`src/rtl/core/fse_ram.sv`:
```
module fse_ram #(
    parameter int WIDTH = 8,
    parameter int DEPTH = 256
) (
    input  logic                     i_clk,
    input  logic                     i_we,
    input  logic [$clog2(DEPTH)-1:0] i_waddr,
    input  logic [WIDTH-1:0]         i_wdata,
    input  logic [$clog2(DEPTH)-1:0] i_raddr,
    output logic [WIDTH-1:0]         o_rdata
);
    logic [WIDTH-1:0] r_mem [DEPTH];

    always_ff @(posedge i_clk) begin
        if (i_we) begin
            r_mem[i_waddr] <= i_wdata;
        end
        o_rdata <= r_mem[i_raddr];
    end
endmodule

```
`config.mk`:
```
export PLATFORM = sky130hd
export DESIGN_NAME = fse_ram
export DESIGN_NICKNAME = d
export VERILOG_FILES = /design/src/rtl/core/fse_ram.sv
export SDC_FILE = /design/constraint.sdc
export NUM_CORES = 2
export LEC_CHECK = 0
export ABC_CLOCK_PERIOD_IN_PS = 3640
export BUFFER_PORTS_ARGS = -buffer_cell sky130_fd_sc_hd__buf_4
export CAP_MARGIN = 10
export CORE_MARGIN = 2
export CORE_UTILIZATION = 55
export DETAILED_ROUTE_END_ITERATION = 6
export HOLD_SLACK_MARGIN = 0.15
export MAX_ROUTING_LAYER = met4
export PLACE_DENSITY = 0.71
export RECOVER_POWER = 50
export SLEW_MARGIN = 20
export SYNTH_ARGS = -nofsm -noshare
export SYNTH_HDL_FRONTEND = slang
export SYNTH_SLANG_ARGS = --single-unit
```
`constraint.sdc`:
```
create_clock -name i_clk -period 3.64 [get_ports i_clk]
set_input_delay 0 -clock i_clk [delete_from_list [all_inputs] [get_ports i_clk]]
set_output_delay 0 -clock i_clk [all_outputs]
set_load 0.05 [all_outputs]
```
---- After elaboration in Yosys (flattened, before gate mapping) ----
Memories as Yosys holds them, arrays and structs flattened. A register that Yosys moved wholly into a read port is not among the register bits.
Index checks and enable logic that the tools add are counted.
W data, S select, Z words.
word-level totals
  logic and storage cells ................. 3
  memories ................................ 1
  bits of input ports ..................... 26
  RAM bits ................................ 2048
  register bits ........................... 0
  output and inout port bits .............. 8
operators by class
  muxes and demuxes ....................... 2
memory list
  name   words  width  rd ports  clocked after memory_dff  write ports  line  RTL
  r_mem  256    8      1         1                         1            12    logic [WIDTH-1:0] r_mem [DEPTH];
operators by type and width
  operator  count
  $mux W1   2

---- Longest topological paths before layout ----
  depth in word-level cells ............... 2
  mapped depth ............................ 11
  mapped depth without buffers ............ 6

---- Worst setup path after synthesis ----
No wires, ideal clock.
  path kind ............................... in2reg
  start ................................... input i_raddr[0]
  end ..................................... register o_rdata[2], read port of r_mem
  arrival time ............................ 1.807 ns
  path buffers ............................ 4
  data required time ...................... 3.509 ns
  cell stages on the path ................. 9
  library setup time ...................... 0.131 ns
  path slack .............................. 1.702 ns
  cells stage by stage .................... buf_6 -> buf_12 -> buf_8 -> buf_2 -> mux4_2 -> a22oi_1 -> a21oi_1 -> nor4_1 -> nor4_2
RTL lines
  what         line  RTL
  from (decl)  9     input logic [$clog2(DEPTH)-1:0] i_raddr,
  to (decl)    10    output logic [WIDTH-1:0] o_rdata

---- Worst setup path in the final report ----
  start ................................... input i_waddr[1]
  end ..................................... memory r_mem[46][1], enable pin
RTL lines
  what         line  RTL
  from (decl)  7     input logic [$clog2(DEPTH)-1:0] i_waddr,
  to (decl)    12
Straight into the memory's write port.

==> metrics.txt <==
Gate Count Post-Synth=3733; area share of the largest cell type after synthesis=77.30%; Slew HR=-100.4%; Via density=6.582; Via Count=39929; core area=0.1437 mm2; synth top area cells=edfxtp_1 (77%), mux4_2 (13%), mux2i_1 (1.7%), nor2_1 (1.3%), a22oi_1 (1.3%); Fillers=9692; routed len/inst=31.58 um; Longest Clk Path Bufs=3; final hold vios=0; CP startpoint=i_waddr[1]; max cap viols=10; internal power=38.53 mW; Post-Route Utilization=62.21%; vias in the first global route=39271; Static Leak=27.84 nW; Resized cells post-CTS=0; initial antenna violation count=6; Total Nets Final=4016; CTS tree=built; Max rail drop VDD=0.5461 mV; share of flip-flops with an asynchronous set or reset=0%; result of the run=finished, violations left; clock share of power=41.2%; Req. time, crit path=4.05 ns; worst setup margin=0.3765 ns; Residual DRC=3; register area share after synthesis=77.50%; worst r2r dst=o_rdata[2]$_DFF_P_; Clock Tree Root=clkbuf_16; post-detailed-route count of antenna-violating nets=0; worst r2r src=r_mem[73][2]$_DFFE_PP_; DP HPWL=117700 um; pre-CTS setup slack=0.1660 ns; worst hold start=i_raddr[7]; CP Launch Type=primary input; die area=0.1477 mm2; fmax=306.4 MHz; number of synthesized register bits=2056; Syn Area/Cell=21.31 um2; pwr dens=545.0 mW/mm2; hold crit path type=in -> reg; R2R setup slack=0.75 ns; Least-Margin Pin Slew=3.007 ns; Slew Viols, Final=955; fin crit share=89.66%; worst skew pair latency=0.81 ns; Final Non-Filler Cells=6066; CTS Sinks=2056; Netlist Area Pre-Place=0.07956 mm2; RSZ-0062 raised after global routing=false; Die X=384.3 um; unique cell type count in the Yosys netlist=55; Tmin final=3.263 ns; Crit Path Category=in -> reg; post-CTS setup buffers=0; Critical Path End Type=register; Placer Congestion=0.8947; clk_skew=0.02646 ns; total gr overflow=0; hold path cells=6; Placed Cells=5671; Reg2Reg Depth=6; switching share of power=20.88%; setup TNS=0 ns; largest net degree at the start of global routing=129; Worst-path clk slew=0.06 ns; io pins=34; fin area=0.08937 mm2; share of cells above drive strength 1=24.10%; Pre-Repair DR Iteration Count=7; Initial DRC Count=5295; first-pass GRT wire length=275500 um; port bufs=33; die height=384.3 um; worst hold endpoint=o_rdata[5]$_DFF_P_; dpl cell area=0.08292 mm2; synthesis-to-layout area growth=12.33%; Max Fanout on Critical Path=12; top_reg_cell synth=edfxtp_1; initial cell density of the core=55.38%; EDFF count, synth=2048; CTS Buf Count=197; Ys Warns=0; H-tree levels=4; Site Rows=139; drt total wl=191500 um; Final setup viols=0; failing checks=design-rule violations, max-capacitance violations, max-slew violations; crit path DAT=3.67 ns; GRT Util Overall=26.89%; switching power=10.17 mW; Mapped Nets=3759; area leader, netlist=edfxtp_1; sequential share of power=53.8%; combinational share of power=5.0%
Yosys cell counts, types with 3 or more instances:
library cell,number
edfxtp_1,2048
nand3_1,34
o22ai_1,28
dfxtp_1,8
a22oi_1,133
nor4_1,24
nand2b_1,8
buf_4,27
buf_8,13
or2_2,4
mux4_2,454
o32ai_1,4
nor2b_1,31
o221ai_1,46
a211oi_1,16
clkbuf_1,111
o211ai_1,10
buf_6,21
nor2_1,282
and2_1,6
nor4_2,3
buf_2,31
a22o_1,8
nor3_1,22
buf_12,8
o22a_1,5
a21oi_1,96
mux2i_1,134
buf_1,22
nand2_1,33
a221oi_1,13
nand4_1,10
o21ai_0,10
metrics by stage:
step / total power, mW / hold slack [ns]
6_report: 48.70 / 0.1945
5_1_grt: 49.95 / 0.1986
4_1_cts: 48.90 / 0.1522
3_5_place_dp: 29.09 / 0.5394
3_3_place_gp: 29.05 / 0.5477
2_1_floorplan: 27.95 / 0.09887
final cells by class:
type                       count  area (um2)  share of cell area, %
inverter                       2       7.507               0.008400
timing repair buffer         291        2471                  2.765
antenna                        5       12.51                0.01400
clock buffer                 255        5274                  5.901
tap                         1903        2381                  2.664
clock inverter               112        1074                  1.201
sequential                  2056       61660                  69.00
multi-input combinational   1442       16490                  18.45
cells by family (layout without fill, tap and decap cells):
group                  count (synthesis)  count (layout)  share of synthesized area [%]
flip-flops                          2056            2056                          77.50
multiplexers                         591             591                          14.62
AND/OR/NAND/NOR                      466             466                          2.628
AO/OA/AOI/OAI                        385             385                          3.419
buffers and inverters                235             660                          1.831
other                                  0               5                              0
critical path, stage by stage:
cell           delay [ns]
dlygate4sd3_1        0.59
clkbuf_1             0.45
nor2b_1              0.24
clkbuf_1             0.39
nand4_1              0.18
clkbuf_1             0.78
nor2_1               1.01
power by group through the flow:
stage | Clock, mW | Combinational, mW | Sequential (mW)
2_1_floorplan | 0 | 1.27 | 26.7
3_3_place_gp | 0 | 2.40 | 26.7
3_5_place_dp | 0 | 2.43 | 26.7
4_1_cts | 20.3 | 2.46 | 26.2
5_1_grt | 21.2 | 2.57 | 26.2
6_report | 20.1 | 2.46 | 26.2
cell usage in the layout, fill, tap and decap left out, types with 5 or more instances in the layout:
master and n:
a211oi_1 16, a21oi_1 96, a221oi_1 13, a22o_1 8
a22oi_1 133, and2_1 6, buf_12 23, buf_4 217
bufinv_16 19, clkbuf_1 60, clkbuf_16 202, clkbuf_2 16
clkinv_1 48, clkinv_2 32, clkinvlp_4 5, dfxtp_1 8
diode_2 5, dlygate4sd3_1 23, edfxtp_1 2048, inv_6 6
mux2i_1 134, mux4_2 454, nand2_1 32, nand2b_1 8
nand3_1 34, nand4_1 10, nor2_1 279, nor2b_1 28
nor3_1 22, nor4_1 24, o211ai_1 10, o21ai_0 10
o221ai_1 46, o22a_1 5, o22ai_1 28
layer usage:
metal  wire (um)  global-route usage, %  up-vias
li1            -                      -    16219
met1       74660                  37.74    20983
met2       91120                  40.52     2386
met3       20060                  5.602      341
met4        5707                  7.762        0
met5           0                      -        -
sequential cells by signal, summed over array words and instances (netlist names):
| name | cells |
|---|---|
| o_rdata | 8 |
| r_mem | 2048 |
worst max-delay path by stage:
stage,end,slack [ns],cells after the start
floorplan,o_rdata[2]$_DFF_P_,1.70,9
global placement,o_rdata[2]$_DFF_P_,0.15,10
detailed placement,o_rdata[2]$_DFF_P_,0.17,10
CTS,o_rdata[1]$_DFF_P_,0.81,6
global route,r_mem[136][5]$_DFFE_PP_,0.37,3
finish,r_mem[46][1]$_DFFE_PP_,0.38,7
repair_timing:
item / 4_1_cts / 5_1_grt
hold buffers: 23 / 0
setup endpoints to repair: 0 / 0
hold endpoints to repair: 2073 / 0
Note: power is estimated with default switching activity, not from simulation.
